<file path="config.mk">
export PLATFORM = sky130hd
export DESIGN_NAME = hgg_front
export DESIGN_NICKNAME = d
export VERILOG_FILES = /design/src/hdl/hgg_pkg.sv /design/src/hdl/hgg_front.sv
export SDC_FILE = /design/constraint.sdc
export NUM_CORES = 1
export LEC_CHECK = 0
export ABC_CLOCK_PERIOD_IN_PS = 16200
export BUFFER_PORTS_ARGS = -buffer_cell sky130_fd_sc_hd__clkbuf_2
export CAP_MARGIN = 20
export CORE_MARGIN = 2
export CORE_UTILIZATION = 40
export DETAILED_ROUTE_END_ITERATION = 6
export PLACE_DENSITY = 0.58
export SYNTH_ARGS = -nofsm -noshare
export SYNTH_HDL_FRONTEND = slang
export SYNTH_SLANG_ARGS = --single-unit
export TNS_END_PERCENT = 10
</file>
<file path="constraint.sdc">
create_clock -name vclk -period 16.2
set_input_delay 3.24 -clock vclk [all_inputs]
set_output_delay 3.24 -clock vclk [all_outputs]
set_load 0.01 [all_outputs]
</file>
<file path="src/hdl/hgg_pkg.sv">
// ----------------------------------------------------------------------------
// hgg_pkg
// shared types, widths and constants for the hexagonal-grid gaussian
// neighbourhood weight block
// ----------------------------------------------------------------------------
package hgg_pkg;

	// field widths
	localparam int OFS_W    = 6;
	localparam int CFG_W    = 24;
	localparam int WEIGHT_W = 17;

	// grid size; offsets at or beyond these magnitudes name no node
	localparam int GRID_ROWS = 32;
	localparam int GRID_COLS = 32;
	localparam int GRID_W    = 9;

	// squared distance in quarter units, (2c+s)^2 + 3r^2
	localparam int DIST_W = 13;
	// distance times inv_width_sq
	localparam int PROD_W = DIST_W + CFG_W;

	// exp(-x) evaluated as (exp(-x/16))^16 with a horner series in q0.32
	localparam int              HORNER_TERMS = 14;
	localparam int              SQUARINGS    = 4;
	localparam int              STEP_STAGES  = 3;
	localparam int              HORNER_ST    = HORNER_TERMS * STEP_STAGES;
	localparam int              LAST_ST      = HORNER_ST + SQUARINGS;
	localparam logic [32:0]     Q32_ONE      = 33'h1_0000_0000;
	localparam logic [PROD_W-1:0] CUTOFF_P   = PROD_W'(12 << 18);
	localparam logic [WEIGHT_W-1:0] WEIGHT_ONE = WEIGHT_W'(65536);

	// exact division of a 32-bit value by k: (t * DIV_MAGIC[k]) >> (32 + DIV_SHIFT[k])
	localparam logic [32:0] DIV_MAGIC [1:HORNER_TERMS] = '{
		33'h1_0000_0001, 33'h1_0000_0001, 33'h1_5555_5556, 33'h1_0000_0001,
		33'h1_9999_999A, 33'h1_5555_5556, 33'h1_2492_4925, 33'h1_0000_0001,
		33'h1_C71C_71C8, 33'h1_9999_999A, 33'h1_745D_1746, 33'h1_5555_5556,
		33'h1_3B13_B13C, 33'h1_2492_4925
	};
	localparam int DIV_SHIFT [1:HORNER_TERMS] = '{
		0, 1, 2, 2, 3, 3, 3, 3, 4, 4, 4, 4, 4, 4
	};

	// one classified request waiting between front and back
	typedef struct packed {
		logic              off_grid;
		logic [DIST_W-1:0] sq_quarters;
	} item_t;

endpackage

</file>
<file path="src/hdl/hgg_front.sv">
// ----------------------------------------------------------------------------
// hgg_front
// takes a request, checks it against the grid and forms the squared
// hexagonal distance in quarter units
// ----------------------------------------------------------------------------
module hgg_front (
	input  logic                             start,
	input  logic                             queue_full,
	input  logic signed [hgg_pkg::OFS_W-1:0] row_offset,
	input  logic signed [hgg_pkg::OFS_W-1:0] col_offset,
	input  logic                             target_row_odd,
	output logic                             busy,
	output logic                             push,
	output hgg_pkg::item_t                   item
);

	logic [hgg_pkg::OFS_W-1:0]        abs_row;
	logic [hgg_pkg::OFS_W-1:0]        abs_col;
	logic signed [hgg_pkg::OFS_W+1:0] col_x2;
	logic signed [hgg_pkg::OFS_W+1:0] col_adj;
	logic [hgg_pkg::OFS_W:0]          abs_adj;
	logic [2*hgg_pkg::OFS_W+1:0]      adj_sq;
	logic [2*hgg_pkg::OFS_W-1:0]      row_sq;
	logic [hgg_pkg::DIST_W-1:0]       row_sq3;

	assign busy = queue_full;
	assign push = start && !queue_full;

	// magnitudes; the most negative code gives the grid size itself
	assign abs_row = row_offset[hgg_pkg::OFS_W-1] ? hgg_pkg::OFS_W'(-row_offset) : row_offset;
	assign abs_col = col_offset[hgg_pkg::OFS_W-1] ? hgg_pkg::OFS_W'(-col_offset) : col_offset;

	// doubled column with the half-cell shift on odd row offsets
	assign col_x2 = {col_offset[hgg_pkg::OFS_W-1], col_offset, 1'b0};
	always_comb begin
		col_adj = col_x2;
		if (row_offset[0]) begin
			col_adj = target_row_odd ? col_x2 + 8'sd1 : col_x2 - 8'sd1;
		end
	end
	assign abs_adj = col_adj[hgg_pkg::OFS_W+1] ? (hgg_pkg::OFS_W+1)'(-col_adj)
	                                           : (hgg_pkg::OFS_W+1)'(col_adj);

	assign adj_sq  = abs_adj * abs_adj;
	assign row_sq  = abs_row * abs_row;
	assign row_sq3 = {row_sq, 1'b0} + {1'b0, row_sq};

	assign item.off_grid    = ({3'b000, abs_row} >= hgg_pkg::GRID_W'(hgg_pkg::GRID_ROWS))
	                       || ({3'b000, abs_col} >= hgg_pkg::GRID_W'(hgg_pkg::GRID_COLS));
	assign item.sq_quarters = hgg_pkg::DIST_W'(adj_sq) + row_sq3;

endmodule

</file>
## Yosys cells after proc, flatten, opt, wreduce, memory -nomap -nowiden

Cells that the tools add are included.
Widths: inputs -> output; s select.

| cells by class | value |
|---|---|
| multipliers | 2 |
| muxes and demuxes | 5 |
| reduce and logical (&&, ||, !) cells | 3 |
| $add $sub $neg | 7 |
| order comparisons | 2 |

Operators by type and width:

| cell | number |
|---|---|
| $mux 8 | 2 |
| $add 13x12->13 | 1 |
| $add 13x13->13 | 1 |
| $mul 7x7->13 | 1 |
| $ge 6x6->1 const B | 2 |
| $mul 6x6->12 | 1 |
| $mux 6 | 2 |
| $neg 6->6 | 2 |
| $add 7x2->8 const B | 1 |
| $sub 7x2->8 const B | 1 |
| $mux 7 | 1 |
| $neg 7->7 | 1 |
| $logic_and 1x1->1 | 1 |
| $logic_not 1->1 | 1 |
| $logic_or 1x1->1 | 1 |

| word-level totals | value |
|---|---|
| output and inout port bits | 16 |
| logic and storage cells | 19 |
| bits in registers | 0 |
| bits of input ports | 15 |

## Longest topological paths before layout

Gate-level depths: netlist of run 1.

| depth | value |
|---|---|
| word-level depth | 7 |
| gate-level depth with buffers | 33 |
| gate-level depth less buffers | 31 |

## Worst setup path after synthesis of run 1

No wires, ideal clock.

| path | value |
|---|---|
| kind | input port to output port |
| start | input port row_offset[0] in the netlist's numbering |
| end | output port item[12] in the netlist's numbering |
| arrival time | 10.268 ns |
| slack | 2.692 ns |
| buffers on the path | 2 |
| cell stages on the path | 29 |
| path through | clkbuf_1 > inv_1 > clkbuf_1 > ha_1 > nand2_1 > nand2_1 > xor2_1 > inv_1 > nand2_1 > fa_1 > fa_1 > inv_1 > fa_1 > ha_1 > a31oi_1 > o21bai_1 > a21oi_1 > xnor2_1 > ha_1 > fa_1 > fa_1 > inv_1 > fa_1 > inv_1 > ha_1 > or4_1 > o22ai_1 > o21ai_0 > xnor2_1 |

RTL lines:

| what | RTL line | source |
|---|---|---|
| from (decl) | hgg_front.sv:9 | `input logic signed [hgg_pkg::OFS_W-1:0] row_offset,` |
| to (decl) | hgg_front.sv:14 | `output hgg_pkg::item_t item` |

==> results.md, run 1 <==
- Count of max-cap constraint violations: 0
- Hold Buf Count CTS: 0
- DPL Wire Length: 5091 µm
- ANT nets after route: 0
- Clkbuf count: 0
- Die width: 91.01 µm
- Core ar.: 0.007292 mm²
- Yosys warnings: 0
- Initial DRC count: 95
- Resized cells post-CTS: 0
- Worst path max stage delay: 0.55 ns
- Min-delay worst type: input pin to output pin
- Mapped cell area: 0.003028 mm²
- Final hold vios: 0
- Vias in the first global route: 2499
- Layout cells sized above 1: 10.72%
- Setup TNS Final: 0 ns
- Flip-flop and latch count: 0
- Post-synthesis cell type count: 54
- Slew @ Worst Pin: 1.092 ns
- Min Tclk post-route: 14.22 ns
- Max-slew headroom: 26.04%
- Setup Crit Path Kind: input pin to output pin
- Final setup viols: 0
- DRC viols: 0
- Final WL: 5761 µm
- Crit. End Element: output pin
- Most used cell, CP: fa_1
- Ant diodes: 0
- Status: finished clean
- Largest cells by area after synthesis: fa_1, ha_1, inv_1
- Post-CTS setup buffers: 0
- CP max FO: 26
- Critical Path AT: 10.98 ns
- Synth top area share: 28.43%
- Grt ovf: 0
- Die ar.: 0.008282 mm²
- Fin crit share: 87.77%
- WL/cell: 11.52 µm
- Initial Util: 41.52%
- Crit start category: input pin
- Cell family with most CP delay: adder cells
- IO buf count: 29
- Max Fclk: 70.33 MHz
- Antenna violations before repair: 0
- CP bufs+invs: 7
- CP max stage cell: fa_1
- GP Congestion: 0.7847
- I/O pins: 31
- Mapped Cells: 385
- Seq/Total Area, Yosys: 0%
- Largest net degree at the start of global routing: 27
- Die Span Y: 91.01 µm
- Routed vias/inst: 4.858
- Vias: 2429
- Syn avg cell area: 7.865 µm²
- RSZ-0062 raised after global routing: false
- Wire length of the first global-routing pass: 10870 µm
- DRT Pass-1 Iters: 4
- Rows: 31
- Commonest cells post-synth: inv_1, fa_1, ha_1, nand2_1, nor2_1
- Seq. cell area: 0 µm²
- P&R area growth vs syn: 6.570%
- Tot GR Track Use: 15.45%
- Most frequent cell after synthesis: inv_1
- Nets: 503
- Worst path required time: 12.96 ns
- Post-synth top area cell: fa_1
- Final slew viol count: 0
cells by family (layout without fill, tap and decap cells):
group / Yosys count / count (layout) / synth area share, %
simple gates: 107 / 107 / 17.36
buf+inv: 100 / 114 / 13.10
fa+ha+maj: 85 / 85 / 45.79
compound gates: 54 / 54 / 12.48
xor+xnor: 31 / 31 / 8.967
mux: 6 / 6 / 2.066
other cells: 2 / 4 / 0.2480
layout make-up:
| type | count | area (µm²) |
|---|---|---|
| inverter | 85 | 319.1 |
| timing repair buffer | 29 | 145.1 |
| fill | 793 | 4065 |
| tap | 99 | 123.9 |
| multi-input combinational | 287 | 2639 |
routing by layer:
| layer | vias to the layer above | global-route usage [%] | wire length [µm] |
|---|---|---|---|
| li1 | 1239 | - | - |
| met1 | 1145 | 20.71 | 2683 |
| met2 | 43 | 28.33 | 2802 |
| met3 | 2 | 1.328 | 253 |
| met4 | 0 | 0.8838 | 22 |
| met5 | - | 0 | 0 |
cell usage in the layout, fill, tap and decap left out, types with 3 or more instances in the layout:
cell      Yosys  routed
a31oi_1       4       4
o21ai_0       7       7
nor3_1        5       5
clkbuf_2      0      29
nand2_1      33      33
o31ai_1       3       3
inv_1        85      85
fa_1         43      43
nand2b_1      5       5
xnor2_1      25      25
nor2_1       31      31
a21o_1        3       3
xor2_1        6       6
ha_1         42      42
conb_1        2       4
nor2b_1       6       6
and2_1       10      10
o21a_1        5       5
mux2i_1       4       4
a21oi_1      13      13
path summary, 6_finish.rpt:
check             cells after the start           from  slack, ns  endpoint
setup / recovery                     28  row_offset[0]       1.98  item[12]
hold / removal                        2     queue_full       6.69      busy
metrics by stage:
step                hold slack (ns)  utilization, %  setup slack (ns)  std cells  area, µm²
floorplan                     6.526               -             2.692        387       3035
global placement              6.683           44.25             2.167        500       3227
detailed placement            6.687           44.25             1.934        500       3227
CTS                           6.688           44.25             1.919        500       3227
global route                  6.700           44.25             1.346        500       3227
finish                        6.685           44.25             1.981        500       3227
Power of run 1 is not shown: default switching activity piles up to over one toggle a cycle in this logic, so the estimate is an artifact.
==> run 2, diff against run 1 <==
--- a/config.mk
+++ b/config.mk
@@ -6,12 +6,11 @@
 export NUM_CORES = 1
 export LEC_CHECK = 0
 export ABC_CLOCK_PERIOD_IN_PS = 16200
-export BUFFER_PORTS_ARGS = -buffer_cell sky130_fd_sc_hd__clkbuf_2
-export CAP_MARGIN = 20
 export CORE_MARGIN = 2
 export CORE_UTILIZATION = 40
 export DETAILED_ROUTE_END_ITERATION = 6
-export PLACE_DENSITY = 0.58
+export DONT_BUFFER_PORTS = 1
+export PLACE_DENSITY = 0.54
 export SYNTH_ARGS = -nofsm -noshare
 export SYNTH_HDL_FRONTEND = slang
 export SYNTH_SLANG_ARGS = --single-unit
==> run 2 against run 1 <==
  * Design area fell by 4.5%
  * Clock-buffer cell count stayed put
  * Die area stayed put
  * Worst setup slack improved by 0.57 ns
  * Critical path depth up 1
  * Sequential cell count unchanged
  * Non-clock buffer count shrank 29
  * Utilization shrank 2.0 points
  * First-iteration DRC count decreased by 59%
  * Sequential share of layout area unchanged
  * Largest cell class unchanged
==> results.md, run 2 (synthesized netlist as in run 1, its figures left out) <==
- Status: finished clean
- Initial DRC count: 39
- Routed vias/inst: 4.941
- ANT nets after route: 0
- DPL Wire Length: 5057 µm
- Final slew viol count: 0
- Min-delay worst type: input pin to output pin
- Die ar.: 0.008282 mm²
- Hold Crit Depth: 0
- IO buf count: 0
- Met2 Use GR: 27.41%
- CP max FO: 26
- Highest-count cells in the layout ignoring fill and taps: inv_1, fa_1, ha_1, nand2_1, nor2_1
- Hold Buf Count CTS: 0
- Final hold vios: 0
- Grt ovf: 0
- Setup TNS Final: 0 ns
- Layout cells sized above 1: 3.763%
- Vias in the first global route: 2376
- Antenna violations before repair: 0
- Crit start category: input pin
- CP max stage cell: fa_1
- Vias: 2327
- Die Span Y: 91.01 µm
- Die width: 91.01 µm
- Commonest non-fill, non-tap cell in the layout: inv_1
- Max-slew headroom: 30.67%
- P&R area growth vs syn: 1.777%
- Count of max-cap constraint violations: 0
- Seq. cell area: 0 µm²
- Core ar.: 0.007292 mm²
- Tot GR Track Use: 14.90%
- Final core utilization: 42.26%
- Setup Crit Path Kind: input pin to output pin
- Flip-flop and latch count: 0
- Clkbuf count: 0
- Slew @ Worst Pin: 1.024 ns
- Largest net degree at the start of global routing: 27
- Most used cell, CP: fa_1
- GP Congestion: 0.8070
- Post-CTS setup buffers: 0
- Max Fclk: 73.29 MHz
- GR met3 Demand/Resource: 0.6639%
- Cell area after layout: 0.003082 mm²
- Hold wc startpoint: queue_full
- Wire length of the first global-routing pass: 10600 µm
- Resized cells post-CTS: 0
- Nets: 474
- Critical Path AT: 10.40 ns
- Final setup viols: 0
- Ant diodes: 0
- Met1 Usage GRT: 20.43%
- GRT Max-Usage Layer: met2
- RSZ-0062 raised after global routing: false
- CP bufs+invs: 5
- I/O pins: 31
- Initial Util: 41.52%
- DRC viols: 0
- Worst path max stage delay: 0.55 ns
- Rows: 31
- Cell family with most CP delay: adder cells
- WL/cell: 12.15 µm
- Min Tclk post-route: 13.64 ns
- Worst path required time: 12.96 ns
- Crit. End Element: output pin
- Post-DP Area: 0.003082 mm²
- WHS: 6.480 ns
- DRT Pass-1 Iters: 4
- Final WL: 5721 µm
- Fin crit share: 84.22%
- Hold EP: busy
-- run 2: area by class of cell --
| class | instances | area, µm² |
|---|---|---|
| Inverter | 85 | 319.1 |
| Multi-Input combinational cell | 287 | 2639 |
| Fill cell | 800 | 4210 |
| Tap cell | 99 | 123.9 |
-- run 2: how the worst max path moves through the flow --
| stage | from | end | slack, ns | depth (start not counted) |
|---|---|---|---|---|
| global route | row_offset[0] | item[12] | 2.06 | 26 |
| CTS | row_offset[0] | item[12] | 2.50 | 29 |
| global placement | row_offset[0] | item[12] | 2.67 | 27 |
| finish | row_offset[0] | item[12] | 2.56 | 29 |
| floorplan | row_offset[0] | item[12] | 2.69 | 29 |
| detailed placement | row_offset[0] | item[12] | 2.53 | 27 |
-- run 2: layer usage --
layer  vias up  share of wire, %
li1       1186                 -
met1      1111                49
met2        28                48
met3         2               2.3
met4         0              0.37
met5         -                 0
-- run 2: stage by stage --
step	setup WS (ns)	instances
4_1_cts	2.500	471
3_3_place_gp	2.674	471
3_5_place_dp	2.530	471
5_1_grt	2.064	471
2_1_floorplan	2.692	387
6_report	2.556	471
Power of run 2 is left out for the same reason.
