File: config.mk
export PLATFORM = sky130hd
export DESIGN_NAME = hgg_queue
export DESIGN_NICKNAME = d
export VERILOG_FILES = /design/src/hdl/hgg_pkg.sv /design/src/hdl/hgg_queue.sv
export SDC_FILE = /design/constraint.sdc
export NUM_CORES = 1
export LEC_CHECK = 0
export BUFFER_PORTS_ARGS = -buffer_cell sky130_fd_sc_hd__buf_4
export CAP_MARGIN = 10
export CORE_MARGIN = 10
export CORE_UTILIZATION = 60
export CTS_BUF_LIST = sky130_fd_sc_hd__clkbuf_8
export DETAILED_ROUTE_END_ITERATION = 10
export PLACE_DENSITY = 0.83
export SETUP_SLACK_MARGIN = 0.02
export SLEW_MARGIN = 30
export SYNTH_ARGS = -nofsm -noshare
export SYNTH_HDL_FRONTEND = slang
export SYNTH_SLANG_ARGS = --single-unit
File: constraint.sdc
create_clock -name clk -period 3.1 [get_ports clk]
set_input_delay 0.465 -clock clk [delete_from_list [all_inputs] [get_ports clk]]
set_output_delay 0.465 -clock clk [all_outputs]
set_load 0.005 [all_outputs]
File: src/hdl/hgg_pkg.sv
// ----------------------------------------------------------------------------
// hgg_pkg
// shared types, widths and constants for the hexagonal-grid gaussian
// neighbourhood weight block
// ----------------------------------------------------------------------------
package hgg_pkg;

	// field widths
	localparam int OFS_W    = 6;
	localparam int CFG_W    = 24;
	localparam int WEIGHT_W = 17;

	// grid size; offsets at or beyond these magnitudes name no node
	localparam int GRID_ROWS = 32;
	localparam int GRID_COLS = 32;
	localparam int GRID_W    = 9;

	// squared distance in quarter units, (2c+s)^2 + 3r^2
	localparam int DIST_W = 13;
	// distance times inv_width_sq
	localparam int PROD_W = DIST_W + CFG_W;

	// exp(-x) evaluated as (exp(-x/16))^16 with a horner series in q0.32
	localparam int              HORNER_TERMS = 14;
	localparam int              SQUARINGS    = 4;
	localparam int              STEP_STAGES  = 3;
	localparam int              HORNER_ST    = HORNER_TERMS * STEP_STAGES;
	localparam int              LAST_ST      = HORNER_ST + SQUARINGS;
	localparam logic [32:0]     Q32_ONE      = 33'h1_0000_0000;
	localparam logic [PROD_W-1:0] CUTOFF_P   = PROD_W'(12 << 18);
	localparam logic [WEIGHT_W-1:0] WEIGHT_ONE = WEIGHT_W'(65536);

	// exact division of a 32-bit value by k: (t * DIV_MAGIC[k]) >> (32 + DIV_SHIFT[k])
	localparam logic [32:0] DIV_MAGIC [1:HORNER_TERMS] = '{
		33'h1_0000_0001, 33'h1_0000_0001, 33'h1_5555_5556, 33'h1_0000_0001,
		33'h1_9999_999A, 33'h1_5555_5556, 33'h1_2492_4925, 33'h1_0000_0001,
		33'h1_C71C_71C8, 33'h1_9999_999A, 33'h1_745D_1746, 33'h1_5555_5556,
		33'h1_3B13_B13C, 33'h1_2492_4925
	};
	localparam int DIV_SHIFT [1:HORNER_TERMS] = '{
		0, 1, 2, 2, 3, 3, 3, 3, 4, 4, 4, 4, 4, 4
	};

	// one classified request waiting between front and back
	typedef struct packed {
		logic              off_grid;
		logic [DIST_W-1:0] sq_quarters;
	} item_t;

endpackage

File: src/hdl/hgg_queue.sv
// ----------------------------------------------------------------------------
// hgg_queue
// four-entry fifo between front and back
// ----------------------------------------------------------------------------
module hgg_queue (
	input  logic           clk,
	input  logic           arst_n,
	input  logic           push,
	input  hgg_pkg::item_t push_item,
	input  logic           pop,
	output logic           full,
	output logic           empty,
	output hgg_pkg::item_t head
);

	hgg_pkg::item_t slot_q [0:3];
	logic [1:0]     wr_ptr_q;
	logic [1:0]     rd_ptr_q;
	logic [2:0]     count_q;
	logic           do_pop;

	assign full   = count_q == 3'd4;
	assign empty  = count_q == 3'd0;
	assign do_pop = pop && !empty;
	assign head   = slot_q[rd_ptr_q];

	always_ff @(posedge clk) begin
		if (push) begin
			slot_q[wr_ptr_q] <= push_item;
		end
	end

	always_ff @(posedge clk or negedge arst_n) begin
		if (!arst_n) begin
			wr_ptr_q <= '0;
			rd_ptr_q <= '0;
			count_q  <= '0;
		end else begin
			if (push) begin
				wr_ptr_q <= wr_ptr_q + 2'd1;
			end
			if (do_pop) begin
				rd_ptr_q <= rd_ptr_q + 2'd1;
			end
			case ({push, do_pop})
				2'b10:   count_q <= count_q + 3'd1;
				2'b01:   count_q <= count_q - 3'd1;
				default: count_q <= count_q;
			endcase
		end
	end

endmodule

Word-level counts from Yosys, hierarchy flattened
Memory sizes are Yosys's and may differ from the RTL's.
Cells that the tools add are included.
- bits of input ports: 18
- register bits after elaboration: 7
- output and inout port bits: 16
- memories kept: 1
- bits in writable memories: 56
- word-level logic and storage cells: 18
- equality and inequality tests: 3
- reduce and logical (&&, ||, !) cells: 4
- multiplexer cells: 3
- add/sub/neg operators: 4
- memories (name ; words ; bits a word ; read ports ; clocked after Yosys merged registers in ; wr ports ; RTL line ; source):
    slot_q ; 4 ; 14 ; 1 ; 0 ; 1 ; hgg_queue.sv:16 ; hgg_pkg::item_t slot_q [0:3];
- operator list (kind ; count):
    $pmux W3 S2 ; 1
    $add A2 B1 Y2 const B ; 2
    $add A3 B1 Y3 const B ; 1
    $eq A3 B3 Y1 const B ; 1
    $logic_not A3 Y1 ; 1
    $sub A3 B1 Y3 const B ; 1
    $eq A2 B1 Y1 const B ; 1
    $eq A2 B2 Y1 const B ; 1
    $mux W1 ; 2
    $reduce_bool A2 Y1 ; 1
    $logic_and A1 B1 Y1 ; 1
    $logic_not A1 Y1 ; 1

Depth between registers and ports, before layout
Gate-level depths: netlist of run 1.
- depth in word-level cells: 5
- depth in mapped cells: 7
- depth with buffers taken out: 7

Worst setup path before layout of run 1
No wires, ideal clock.
- kind: input-to-reg
- start point: input pop
- end point: register count_q[2]
- slack: 1416 ps
- stages: 7
- data arrival time: 1605 ps
- data required time: 3021 ps
- path buffers: 0
- setup time: 79 ps
- cell sequence: o31a_1 -> ha_1 -> inv_1 -> fa_1 -> xor2_1 -> nor2_1 -> xor2_1
- word-level cells in the longest chain between the ends: 3
- elaborated cells on any way between the ends: 5
- classes of those cells: 2 x eq/ne; 1 x mux; 2 x reduce/logical
- RTL lines (element ; RTL line ; source):
    start, declared ; hgg_queue.sv:10 ; input logic pop,
    $logic_and A1 B1 Y1 * ; hgg_queue.sv:24 ; assign do_pop = pop && !empty;
    $eq A2 B1 Y1 / $eq A2 B2 Y1 (equally long branches) ; hgg_queue.sv:45 ; case ({push, do_pop})
    $pmux W3 S2 / $reduce_bool A2 Y1 (equally long branches) ; n/a ;
    end signal, assigned ; hgg_queue.sv:46 ; 2'b10: count_q <= count_q + 3'd1;
    end signal, assigned ; hgg_queue.sv:47 ; 2'b01: count_q <= count_q - 3'd1;
    end signal, assigned ; hgg_queue.sv:48 ; default: count_q <= count_q;
    end, declared ; hgg_queue.sv:19 ; logic [2:0] count_q;
Mark *: on every way between the ends. The rest lies on a longest branch, timed or not.
A chain may end at the register's enable or synchronous reset.

==> insert_results.sql, run 1 <==
INSERT INTO impl_metrics (metric_group, metric, value, unit) VALUES
('die', 'placement_rows', '23', ''),
('worst_hold_path', 'path_class_of_the_lowest_slack_min_delay_path', 'input pin to flop', ''),
('setup_path', 'critical_path_maximum_fanout', '16', ''),
('synth', 'net_count_synth', '134', ''),
('synth', 'synth_top_cells_by_area', 'edfxtp_1 (68%), mux4_2 (7.3%), dfrtp_1 (7.1%)', ''),
('clocking', 'cts_resized', '0', ''),
('cells_and_area', 'num_antenna_cells', '0', ''),
('synth', 'yosysTopAreaCellShare', '68.4', '%'),
('route', 'totalWireLength', '4160', 'um'),
('power', 'ir_worst_vdd', '0.538', 'mV'),
('global_route', 'grt_pass1_wl', '6460', 'um'),
('placement', 'place_congestion', '0.656', ''),
('route', 'avgViaCountPerCell', '5.53', ''),
('power', 'power.share.combinational', '27.9', '%'),
('route', 'post_drt_wl_per_cell', '20.1', 'um'),
('placement', 'post-dp-hpwl', '2860', 'um'),
('power', 'share_seq_of_total_power', '49.9', '%'),
('setup_path', 'crit_required', '2.63', 'ns'),
('power', 'p_int', '1.85', 'mW'),
('cells_and_area', 'syn2layout_area_growth', '18.2', '%'),
('global_route', 'first_global_vias', '1272', ''),
('synth', 'synth.yosys.seq_area_share', '75.5', '%'),
('clocking', 'clk_path_buf_depth', '2', ''),
('placement', 'worst_setup_slack_before_clock_tree_synthesis', '0.821', 'ns'),
('sta', 'timing.final.setup_violations', '0', ''),
('cells_and_area', 'final_cell_count_no_fill', '207', ''),
('power', 'leakagePower', '1.11', 'nW'),
('sta', 'hold_viol_final', '0', ''),
('synth', 'ff_latch_count_synth', '63', ''),
('route', 'initialDrtViolationCount', '82', ''),
('sta', 'grt_setup_unrepaired', 'no', ''),
('sta', 'fin_skew', '0.00885', 'ns'),
('setup_path', 'critical_path_class', 'flop to primary output', ''),
('route', 'drc', '0', ''),
('placement', 'place.detailed.instances', '190', ''),
('synth', 'synth-warning-count', '0', ''),
('clocking', 'cts.sinks', '63', ''),
('placement', 'numPortBuffers', '33', ''),
('clocking', 'htreeDepth', '3', ''),
('die', 'die_area', '7060', 'um^2'),
('route', 'final_antenna_net_count', '0', ''),
('global_route', 'antenna_found_initial', '0', ''),
('run', 'maxCapViolCount', '0', ''),
('sta', 'setup-tns-final', '0', 'ns'),
('clocking', 'cts_made_buffers', '9', ''),
('cells_and_area', 'final_net_count', '176', ''),
('cells_and_area', 'multi_input_area', '544', 'um^2'),
('setup_path', 'start_kind', 'flop', ''),
('status', 'run_status', 'finished, final reports clean', ''),
('cells_and_area', 'most_used_cells_in_the_layout_excluding_fill_and_tap_cells', 'edfxtp_1 (56), buf_4 (33), inv_1 (10), clkbuf_8 (10), mux4_2 (8)', ''),
('power', 'power.share.clock', '22.2', '%'),
('die', 'floorplan.initialDensity', '61.9', '%'),
('setup_path', 'cp-end-kind', 'primary output', ''),
('route', 'dr.pass1.iters', '4', ''),
('synth', 'synth.cell_area', '2460', 'um^2'),
('route', 'route.vias.total', '1145', ''),
('cells_and_area', 'num-fill-cells', '225', ''),
('synth', 'synthesis.area_per_instance', '22.4', 'um^2'),
('sta', 'slew-limit-headroom', '43.1', '%'),
('synth', 'synth.largest_area_cell', 'edfxtp_1', ''),
('power', 'pwr_density_cell', '883', 'nW/um^2'),
('sta', 'slew_at_the_pin_closest_to_its_max_slew_limit', '0.853', 'ns'),
('global_route', 'pin_count_of_the_biggest_net_entering_global_routing', '17', ''),
('clocking', 'clkLatencyLatePin', '0.32', 'ns'),
('cells_and_area', 'ff_latch_area', '1860', 'um^2'),
('sta', 'slew_viol_final', '0', ''),
('sta', 'post-route-period-util', '82.6', '%'),
('clocking', 'clk_transition_reported_paths', '0.06', 'ns'),
('clocking', 'cts_tree', 'built', ''),
('synth', 'synth.distinct_cells', '20', ''),
('sta', 'post-route-min-period', '2.56', 'ns');
## state kept, by name (all words and copies together) (netlist names)
register and flops:
slot_q 56, count_q 3, rd_ptr_q 2, wr_ptr_q 2
## logic make-up (layout without fill, tap and decap cells)
group	after synthesis	after routing	synth area share [%]
multiplexers	15	15	14.1
adder cells (fa/ha/maj)	6	6	3.36
buffers and inverters	9	56	2.39
AO/OA/AOI/OAI	2	2	0.559
XOR/XNOR	6	6	2.14
AND/OR/NAND/NOR	9	9	1.93
flip-flops	63	63	75.5
## power groups by stage
stage	clock, mW	combinational, mW	sequential (mW)
3_5_place_dp	0	0.732	1.31
3_3_place_gp	0	0.685	1.29
5_1_grt	0.625	0.777	1.31
6_report	0.570	0.716	1.28
4_1_cts	0.579	0.737	1.29
2_1_floorplan	0	0.513	1.20
## per-layer routing
metal  routed length [um]  track usage [%]  part of all wire, %
met1                 1560             12.1                   37
met2                 2280             21.0                   55
met3                  256             5.18                  6.2
met4                   62             6.09                  1.5
met5                    0                0                    0
## critical path, cell delays in order (launching register included)
cell	delay, ns
dfrtp_1	0.90
mux4_1	0.70
buf_4	0.17
## cells in the mapped netlist
cell type and n:
and2_1 4, and3_1 1, buf_12 1, buf_2 1, buf_6 1, dfrtp_1 7
edfxtp_1 56, fa_1 1, ha_1 5, inv_1 6, mux2i_1 1, mux4_1 6
mux4_2 8, nand2_1 2, nor2_1 1, nor3_1 1, o21ai_0 1, o31a_1 1
xnor2_1 2, xor2_1 4
## area by class of cell
type	instances	area share, %
well taps	50	2.15
flip-flops and latches	63	63.9
multi-input cells	38	18.7
repair buffers	34	8.87
clock buffers	10	4.74
clock inverters	6	0.861
inverters	6	0.775
## path summary, 6_finish.rpt
check                                        startpoint                       to  slack, ns  cells after the start
worst min-delay path                       push_item[5]   slot_q[1][5]$_DFFE_PP_       0.34                      1
worst max-delay path            rd_ptr_q[0]$_DFFE_PN0P_                  head[3]       0.54                      2
max in group asynchronous                        arst_n  wr_ptr_q[0]$_DFFE_PN0P_       2.48                      2
worst min register to register   count_q[2]$_DFFE_PN0P_   count_q[2]$_DFFE_PN0P_       0.53                      1
worst max register to register   count_q[0]$_DFFE_PN0P_   count_q[2]$_DFFE_PN0P_       1.27                      7
min in group asynchronous                        arst_n  rd_ptr_q[1]$_DFFE_PN0P_       0.49                      2
## stage by stage
stage | utilization [%] | cell area, um^2
global route | 73.2 | 2910
CTS | 73.2 | 2910
detailed placement | 68.8 | 2730
floorplan | - | 2460
finish | 73.2 | 2910
global placement | 68.8 | 2730
## repair_timing
| action | 4_1_cts | 5_1_grt |
|---|---|---|
| hold buffers | 1 | 0 |
| hold endpoints to repair | 7 | 0 |
| endpoints found under the setup margin | 0 | 0 |
(Power assumes the default switching activity.)
==> inputs of run 2 (changes only) <==
CORE_UTILIZATION = 53   (was 60)
PLACE_DENSITY = 0.77   (was 0.83)
clock period = 2.1 ns   (was 3.1 ns; I/O delays follow)
==> insert_results.sql, run 2 (synthesis gave the netlist of run 1 again) <==
INSERT INTO impl_metrics (metric_group, metric, value, unit) VALUES
('power', 'leakagePower', '1.14', 'nW'),
('clocking', 'htreeDepth', '3', ''),
('setup_path', 'cpLargestDelayFamily', 'multiplexers', ''),
('placement', 'post-dp-hpwl', '2760', 'um'),
('clocking', 'cts.sinks', '63', ''),
('cells_and_area', 'top_register', 'slot_q', ''),
('sta', 'fin_skew', '0.00781', 'ns'),
('placement', 'place_congestion', '0.704', ''),
('worst_hold_path', 'hp-start', 'push_item[13]', ''),
('power', 'power.net_switching', '1.05', 'mW'),
('worst_hold_path', 'hold_depth', '1', ''),
('cells_and_area', 'num_antenna_cells', '0', ''),
('clocking', 'clk_transition_reported_paths', '0.06', 'ns'),
('power', 'swShare', '27.0', '%'),
('sta', 'slew_at_the_pin_closest_to_its_max_slew_limit', '0.222', 'ns'),
('power', 'share_seq_of_total_power', '45.9', '%'),
('clocking', 'cts_made_buffers', '9', ''),
('run', 'maxCapViolCount', '0', ''),
('route', 'dr.pass1.iters', '4', ''),
('power', 'power.share.clock', '22.3', '%'),
('sta', 'hold_viol_final', '0', ''),
('cells_and_area', 'utilization_after_layout', '67.4', '%'),
('clocking', 'clk_path_buf_depth', '2', ''),
('route', 'post_drt_wl_per_cell', '19.0', 'um'),
('die', 'fp.dieW', '88.1', 'um'),
('die', 'io-pin-count', '34', ''),
('setup_path', 'critical_path.max_stage_delay', '0.56', 'ns'),
('sta', 'timing.final.setup_violations', '0', ''),
('die', 'placeableCoreArea', '4410', 'um^2'),
('placement', 'numPortBuffers', '33', ''),
('die', 'placement_rows', '24', ''),
('sta', 'slew-limit-headroom', '85.2', '%'),
('setup_path', 'path_cells', 'buf_12, mux4_1, buf_4', ''),
('global_route', 'grt_overflow', '0', ''),
('die', 'floorplan.initialDensity', '55.7', '%'),
('power', 'pwr_density_cell', '1300', 'nW/um^2'),
('route', 'route.vias.total', '1143', ''),
('global_route', 'first_global_vias', '1330', ''),
('route', 'drc', '0', ''),
('setup_path', 'cp-end-kind', 'primary output', ''),
('sta', 'slew_viol_final', '0', ''),
('clocking', 'clkLatencyLatePin', '0.32', 'ns'),
('cells_and_area', 'ff_latch_area', '1860', 'um^2'),
('die', 'die_h', '88.1', 'um'),
('setup_path', 'start_kind', 'flop', ''),
('sta', 'post-route-period-util', '93.2', '%'),
('cells_and_area', 'mostFrequentLayoutCell', 'edfxtp_1', ''),
('clocking', 'cts_resized', '0', ''),
('sta', 'post-route-min-period', '1.96', 'ns'),
('global_route', 'grt_pass1_wl', '6520', 'um'),
('cells_and_area', 'syn2layout_area_growth', '20.9', '%'),
('clocking', 'cts_setup_buffers', '0', ''),
('setup_path', 'crit_path_top_delay_cell', 'mux4_1', ''),
('setup_path', 'worstRegToRegCells', '7', ''),
('power', 'power.share.combinational', '31.8', '%'),
('route', 'avgViaCountPerCell', '5.32', ''),
('worst_hold_path', 'worstHoldEndpoint', 'slot_q[3][13]$_DFFE_PP_', ''),
('setup_path', 'critical_path_class', 'flop to primary output', ''),
('cells_and_area', 'num-fill-cells', '291', ''),
('setup_path', 'worst_r2r_startpoint', 'count_q[0]$_DFFE_PN0P_', ''),
('route', 'final_antenna_net_count', '0', ''),
('route', 'initialDrtViolationCount', '78', ''),
('cells_and_area', 'final_net_count', '182', ''),
('cells_and_area', 'multi_input_area', '544', 'um^2'),
('worst_hold_path', 'path_class_of_the_lowest_slack_min_delay_path', 'input pin to flop', ''),
('setup_path', 'worstPathArrival', '1.64', 'ns'),
('placement', 'placed_area', '2790', 'um^2'),
('global_route', 'grt_use_total', '11.7', '%'),
('power', 'ir_worst_vdd', '0.773', 'mV'),
('sta', 'clock.fmax', '0.511', 'GHz'),
('global_route', 'antenna_found_initial', '0', ''),
('setup_path', 'r2r_slack', '0.26', 'ns'),
('clocking', 'cts_root_buf', 'clkbuf_8', ''),
('global_route', 'pin_count_of_the_biggest_net_entering_global_routing', '15', ''),
('cells_and_area', 'top_regs', 'slot_q x56, count_q x3', ''),
('sta', 'grt_setup_unrepaired', 'no', ''),
('clocking', 'cts_tree', 'built', ''),
('setup_path', 'critPathBufInv', '2', ''),
('setup_path', 'critical_path.reg2reg.endpoint', 'count_q[2]$_DFFE_PN0P_', ''),
('setup_path', 'critical_path_maximum_fanout', '14', ''),
('die', 'die_area', '7770', 'um^2'),
('cells_and_area', 'most_used_cells_in_the_layout_excluding_fill_and_tap_cells', 'edfxtp_1 (56), buf_4 (38), clkbuf_8 (11)', ''),
('status', 'run_status', 'finished, final reports clean', ''),
('cells_and_area', 'flip_flop_count_of_the_largest_register_after_layout', '56', ''),
('power', 'p_int', '2.83', 'mW'),
('setup_path', 'crit_required', '1.78', 'ns'),
('clocking', 'cts_hold_repair.buffers', '1', ''),
('sta', 'setup-tns-final', '0', 'ns'),
('cells_and_area', 'final_layout_size_suffix_gt1_share', '35.6', '%'),
('route', 'totalWireLength', '4080', 'um'),
('cells_and_area', 'postLayoutCellArea', '2970', 'um^2');
==> run 2: changes by cell type in the layout (fill, tap and decap cells not counted) <==
cell,previous run,this run
clkbuf_8,10,11
buf_12,0,1
clkinv_1,0,1
clkinv_2,2,0
buf_4,33,38
==> run 2: cell type report <==
cell class,instances,area share (%)
flip-flops and latches,63,62.4
multi-input cells,38,18.3
repair buffers,40,10.6
clock buffers,11,5.09
well taps,52,2.19
inverters,6,0.757
clock inverters,5,0.631
==> run 2: worst max path at each step <==
stage / slack (ns) / endpoint / depth (start not counted) / start
global route: 0.03 / head[13] / 3 / rd_ptr_q[0]$_DFFE_PN0P_
global placement: 0.44 / count_q[2]$_DFFE_PN0P_ / 7 / count_q[0]$_DFFE_PN0P_
CTS: 0.10 / head[13] / 3 / rd_ptr_q[0]$_DFFE_PN0P_
floorplan: 0.48 / count_q[2]$_DFFE_PN0P_ / 7 / count_q[0]$_DFFE_PN0P_
detailed placement: 0.30 / count_q[2]$_DFFE_PN0P_ / 7 / count_q[0]$_DFFE_PN0P_
finish: 0.14 / head[13] / 3 / rd_ptr_q[0]$_DFFE_PN0P_
==> run 2: per-layer routing <==
layer	up-vias	track usage (%)	part of all wire, %
met5	-	0	0
li1	537	-	-
met4	0	6.70	1.1
met2	34	18.8	53
met1	568	12.1	40
met3	4	5.85	6.7
==> run 2: worst register-to-register path, stage by stage, from the launching register on <==
cell     delay (ns)
dfrtp_1        0.43
o31a_1         0.25
ha_1           0.22
inv_1          0.07
fa_1           0.37
xor2_1         0.15
nor2_1         0.13
xor2_1         0.15
==> run 2: through the flow <==
step / std cells / worst slack, ns / total power, mW / hold WS [ns]
CTS: 215 / 0.105 / 3.94 / 0.175
global placement: 198 / 0.444 / 3.01 / 0.129
finish: 215 / 0.143 / 3.87 / 0.195
detailed placement: 198 / 0.303 / 3.07 / 0.134
global route: 215 / 0.0287 / 4.12 / 0.167
floorplan: 110 / 0.479 / 2.52 / 0.0194
==> run 2: power by group through the flow <==
stage | clock network, mW | registers, mW | logic, mW
final | 0.862 | 1.78 | 1.23
after global placement | 0 | 1.78 | 1.24
after detailed placement | 0 | 1.80 | 1.27
after global routing | 0.959 | 1.81 | 1.36
after floorplan | 0 | 1.77 | 0.757
after CTS | 0.890 | 1.78 | 1.27
==> inputs of run 3 (changes only) <==
ABC_AREA = 1   (was unset)
CORE_UTILIZATION = 54   (was 53)
PLACE_DENSITY = 0.78   (was 0.77)
SLEW_MARGIN = unset   (was 30)
==> insert_results.sql, run 3 <==
INSERT INTO impl_metrics (metric_group, metric, value, unit) VALUES
('synth', 'asr_flop_ratio_synth', '11.1', '%'),
('die', 'io-pin-count', '34', ''),
('sta', 'clock.fmax', '0.520', 'GHz'),
('synth', 'synth.largest_area_cell', 'edfxtp_1', ''),
('synth', 'synth.distinct_cells', '20', ''),
('global_route', 'grt_pass1_wl', '7580', 'um'),
('cells_and_area', 'final_layout_size_suffix_gt1_share', '32.6', '%'),
('sta', 'slew_at_the_pin_closest_to_its_max_slew_limit', '0.366', 'ns'),
('die', 'placement_rows', '26', ''),
('synth', 'net_count_synth', '246', ''),
('cells_and_area', 'num-fill-cells', '380', ''),
('cells_and_area', 'final_cell_count_no_fill', '337', ''),
('synth', 'synthesis.area_per_instance', '12.5', 'um^2'),
('sta', 'grt_setup_unrepaired', 'no', ''),
('worst_hold_path', 'path_class_of_the_lowest_slack_min_delay_path', 'input pin to flop', ''),
('clocking', 'cts_made_buffers', '9', ''),
('cells_and_area', 'top_regs', 'slot_q x56, count_q x3', ''),
('cells_and_area', 'final_net_count', '286', ''),
('global_route', 'first_global_vias', '1577', ''),
('clocking', 'cts_root_buf', 'clkbuf_8', ''),
('setup_path', 'crit_required', '1.78', 'ns'),
('sta', 'slew-limit-headroom', '75.6', '%'),
('sta', 'slew_viol_final', '0', ''),
('die', 'fp.dieW', '91.7', 'um'),
('die', 'die_area', '8410', 'um^2'),
('clocking', 'cts_tree', 'built', ''),
('sta', 'layout_setup_ws', '0.178', 'ns'),
('synth', 'synth.yosys.seq_area_share', '66.9', '%'),
('setup_path', 'worstPathArrival', '1.61', 'ns'),
('route', 'final_antenna_net_count', '0', ''),
('synth', 'synth_top_cells_by_area', 'edfxtp_1 (61%), o211ai_2 (8.6%), nand2_1 (8.1%)', ''),
('clocking', 'clkLatencyLatePin', '0.33', 'ns'),
('cells_and_area', 'num_antenna_cells', '0', ''),
('placement', 'place.detailed.instances', '320', ''),
('synth', 'most_frequent_cell_after_synthesis', 'nand2_1', ''),
('setup_path', 'worst_r2r_startpoint', 'count_q[1]$_DFFE_PN0P_', ''),
('sta', 'post-route-min-period', '1.92', 'ns'),
('sta', 'hold_viol_final', '0', ''),
('setup_path', 'cp-end-kind', 'primary output', ''),
('sta', 'post-route-period-util', '91.5', '%'),
('power', 'leakagePower', '1.47', 'nW'),
('placement', 'worst_setup_slack_before_clock_tree_synthesis', '0.342', 'ns'),
('route', 'drc', '0', ''),
('worst_hold_path', 'worstHoldEndpoint', 'slot_q[0][12]$_DFFE_PP_', ''),
('global_route', 'antenna_found_initial', '0', ''),
('worst_hold_path', 'hold_depth', '1', ''),
('worst_hold_path', 'hp-start', 'push_item[12]', ''),
('clocking', 'clk_transition_reported_paths', '0.07', 'ns'),
('cells_and_area', 'postLayoutCellArea', '3340', 'um^2'),
('cells_and_area', 'mostFrequentLayoutCell', 'nand2_1', ''),
('cells_and_area', 'most_used_cells_in_the_layout_excluding_fill_and_tap_cells', 'nand2_1 (60), edfxtp_1 (56), buf_4 (38)', ''),
('setup_path', 'r2r_slack', '0.32', 'ns'),
('setup_path', 'critical_path_class', 'flop to primary output', ''),
('placement', 'placed_area', '3070', 'um^2'),
('global_route', 'global_route.usage.met3', '3.42', '%'),
('synth', 'synth.cell_area', '2780', 'um^2'),
('cells_and_area', 'syn2layout_area_growth', '20.4', '%'),
('status', 'run_status', 'finished, final reports clean', ''),
('sta', 'setup-tns-final', '0', 'ns'),
('setup_path', 'critical_path.reg2reg.endpoint', 'count_q[2]$_DFFE_PN0P_', ''),
('die', 'die_h', '91.7', 'um'),
('placement', 'place_congestion', '0.753', ''),
('route', 'dr.pass1.iters', '4', ''),
('route', 'initialDrtViolationCount', '69', ''),
('run', 'maxCapViolCount', '0', ''),
('power', 'power.total', '4.73', 'mW'),
('synth', 'yosysTopAreaCellShare', '60.6', '%'),
('placement', 'numPortBuffers', '33', ''),
('clocking', 'htreeDepth', '3', ''),
('die', 'placeableCoreArea', '5040', 'um^2'),
('cells_and_area', 'flip_flop_count_of_the_largest_register_after_layout', '56', ''),
('clocking', 'clk_path_buf_depth', '2', ''),
('sta', 'timing.final.setup_violations', '0', ''),
('route', 'totalWireLength', '4670', 'um'),
('clocking', 'cts.sinks', '63', ''),
('synth', 'synth-edff-count', '56', ''),
('global_route', 'pin_count_of_the_biggest_net_entering_global_routing', '33', ''),
('synth', 'postSynthCellCount', '222', ''),
('synth', 'ff_latch_count_synth', '63', ''),
('global_route', 'grt_use_met1', '13.0', '%'),
('sta', 'fin_skew', '0.00721', 'ns'),
('power', 'pwr_density_cell', '1420', 'nW/um^2'),
('placement', 'post-dp-hpwl', '3120', 'um'),
('global_route', 'grt_busiest_layer', 'met2', ''),
('global_route', 'grt_use_total', '11.5', '%'),
('route', 'route.vias.total', '1590', ''),
('global_route', 'gr-usage-met2', '19.0', '%'),
('route', 'avgViaCountPerCell', '4.72', ''),
('die', 'floorplan.initialDensity', '55.1', '%'),
('setup_path', 'start_kind', 'flop', ''),
('clocking', 'cts_setup_buffers', '0', ''),
('power', 'ir_worst_vdd', '0.799', 'mV'),
('synth', 'synth-warning-count', '0', ''),
('cells_and_area', 'top_register', 'slot_q', ''),
('global_route', 'grt_overflow', '0', ''),
('setup_path', 'worstRegToRegCells', '11', ''),
('synth', 'synth_top_cells_by_count', 'nand2_1 (60), edfxtp_1 (56), inv_1 (29), o211ai_2 (19), inv_2 (15)', ''),
('cells_and_area', 'utilization_after_layout', '66.3', '%'),
('synth', 'yosys_most_used_dff', 'edfxtp_1', ''),
('route', 'post_drt_wl_per_cell', '13.9', 'um'),
('setup_path', 'critical_path_maximum_fanout', '15', ''),
('sta', 'finalHoldWorstSlack', '0.178', 'ns');
## run 3: changes by cell type after synthesis, moves of 3 or more
| cell | before | now |
|---|---|---|
| buf_2 | 1 | 5 |
| inv_1 | 6 | 29 |
| mux4_2 | 8 | 0 |
| o211ai_2 | 0 | 19 |
| nand3_1 | 0 | 4 |
| mux4_1 | 6 | 0 |
| xor2_1 | 4 | 1 |
| buf_6 | 1 | 4 |
| inv_2 | 0 | 15 |
| and2_1 | 4 | 0 |
| o211ai_1 | 0 | 9 |
| nand2_1 | 2 | 60 |
## run 3: logic make-up after synthesis
logic type	count (synthesis)	share of synthesized area, %
AND/OR/NAND/NOR	66	9.24
flip-flops	63	66.9
buffers and inverters	55	8.92
AO/OA/AOI/OAI	30	11.4
adder cells (fa/ha/maj)	6	2.97
XOR/XNOR	2	0.631
## run 3: layer usage
metal | wire length [um] | vias to the layer above
li1 | - | 822
met2 | 2330 | 27
met5 | 0 | -
met4 | 95 | 0
met1 | 2090 | 734
met3 | 160 | 7
## run 3: worst max-delay path: stages, from the launching register on
cell,delay (ns)
dfrtp_1,0.51
clkinv_2,0.36
o211ai_2,0.17
nand2_1,0.09
buf_4,0.14
## run 3: worst max path at each step
| stage | cells past startpoint | endpoint | slack [ns] | from |
|---|---|---|---|---|
| global route | 4 | head[3] | 0.07 | rd_ptr_q[1]$_DFFE_PN0P_ |
| detailed placement | 11 | count_q[2]$_DFFE_PN0P_ | 0.34 | count_q[0]$_DFFE_PN0P_ |
| floorplan | 11 | count_q[2]$_DFFE_PN0P_ | 0.48 | count_q[0]$_DFFE_PN0P_ |
| global placement | 11 | count_q[2]$_DFFE_PN0P_ | 0.41 | count_q[1]$_DFFE_PN0P_ |
| CTS | 4 | head[8] | 0.16 | rd_ptr_q[1]$_DFFE_PN0P_ |
| finish | 4 | head[3] | 0.18 | rd_ptr_q[1]$_DFFE_PN0P_ |
## run 3: final cells by class
type,instances,area (um^2),share of cell area (%)
Tap cell,70,87.6,2.62
Timing Repair Buffer,39,295,8.84
Inverter,45,170,5.09
Clock buffer,9,124,3.71
Clock inverter,7,136,4.08
Sequential cell,63,1860,55.6
Multi-Input combinational cell,104,672,20.1
## run 3: timing repair
| action | in CTS | in global routing |
|---|---|---|
| hold endpoints to repair | 7 | 0 |
| hold buffers | 1 | 0 |
| resized for setup | 0 | 0 |
## run 3: report_power, final
group          internal (mW)  total [mW]  switching [mW]
registers               1.66        1.79           0.131
logic                  0.679        1.59           0.910
clock network          0.902        1.35           0.448
total                   3.24        4.73            1.49
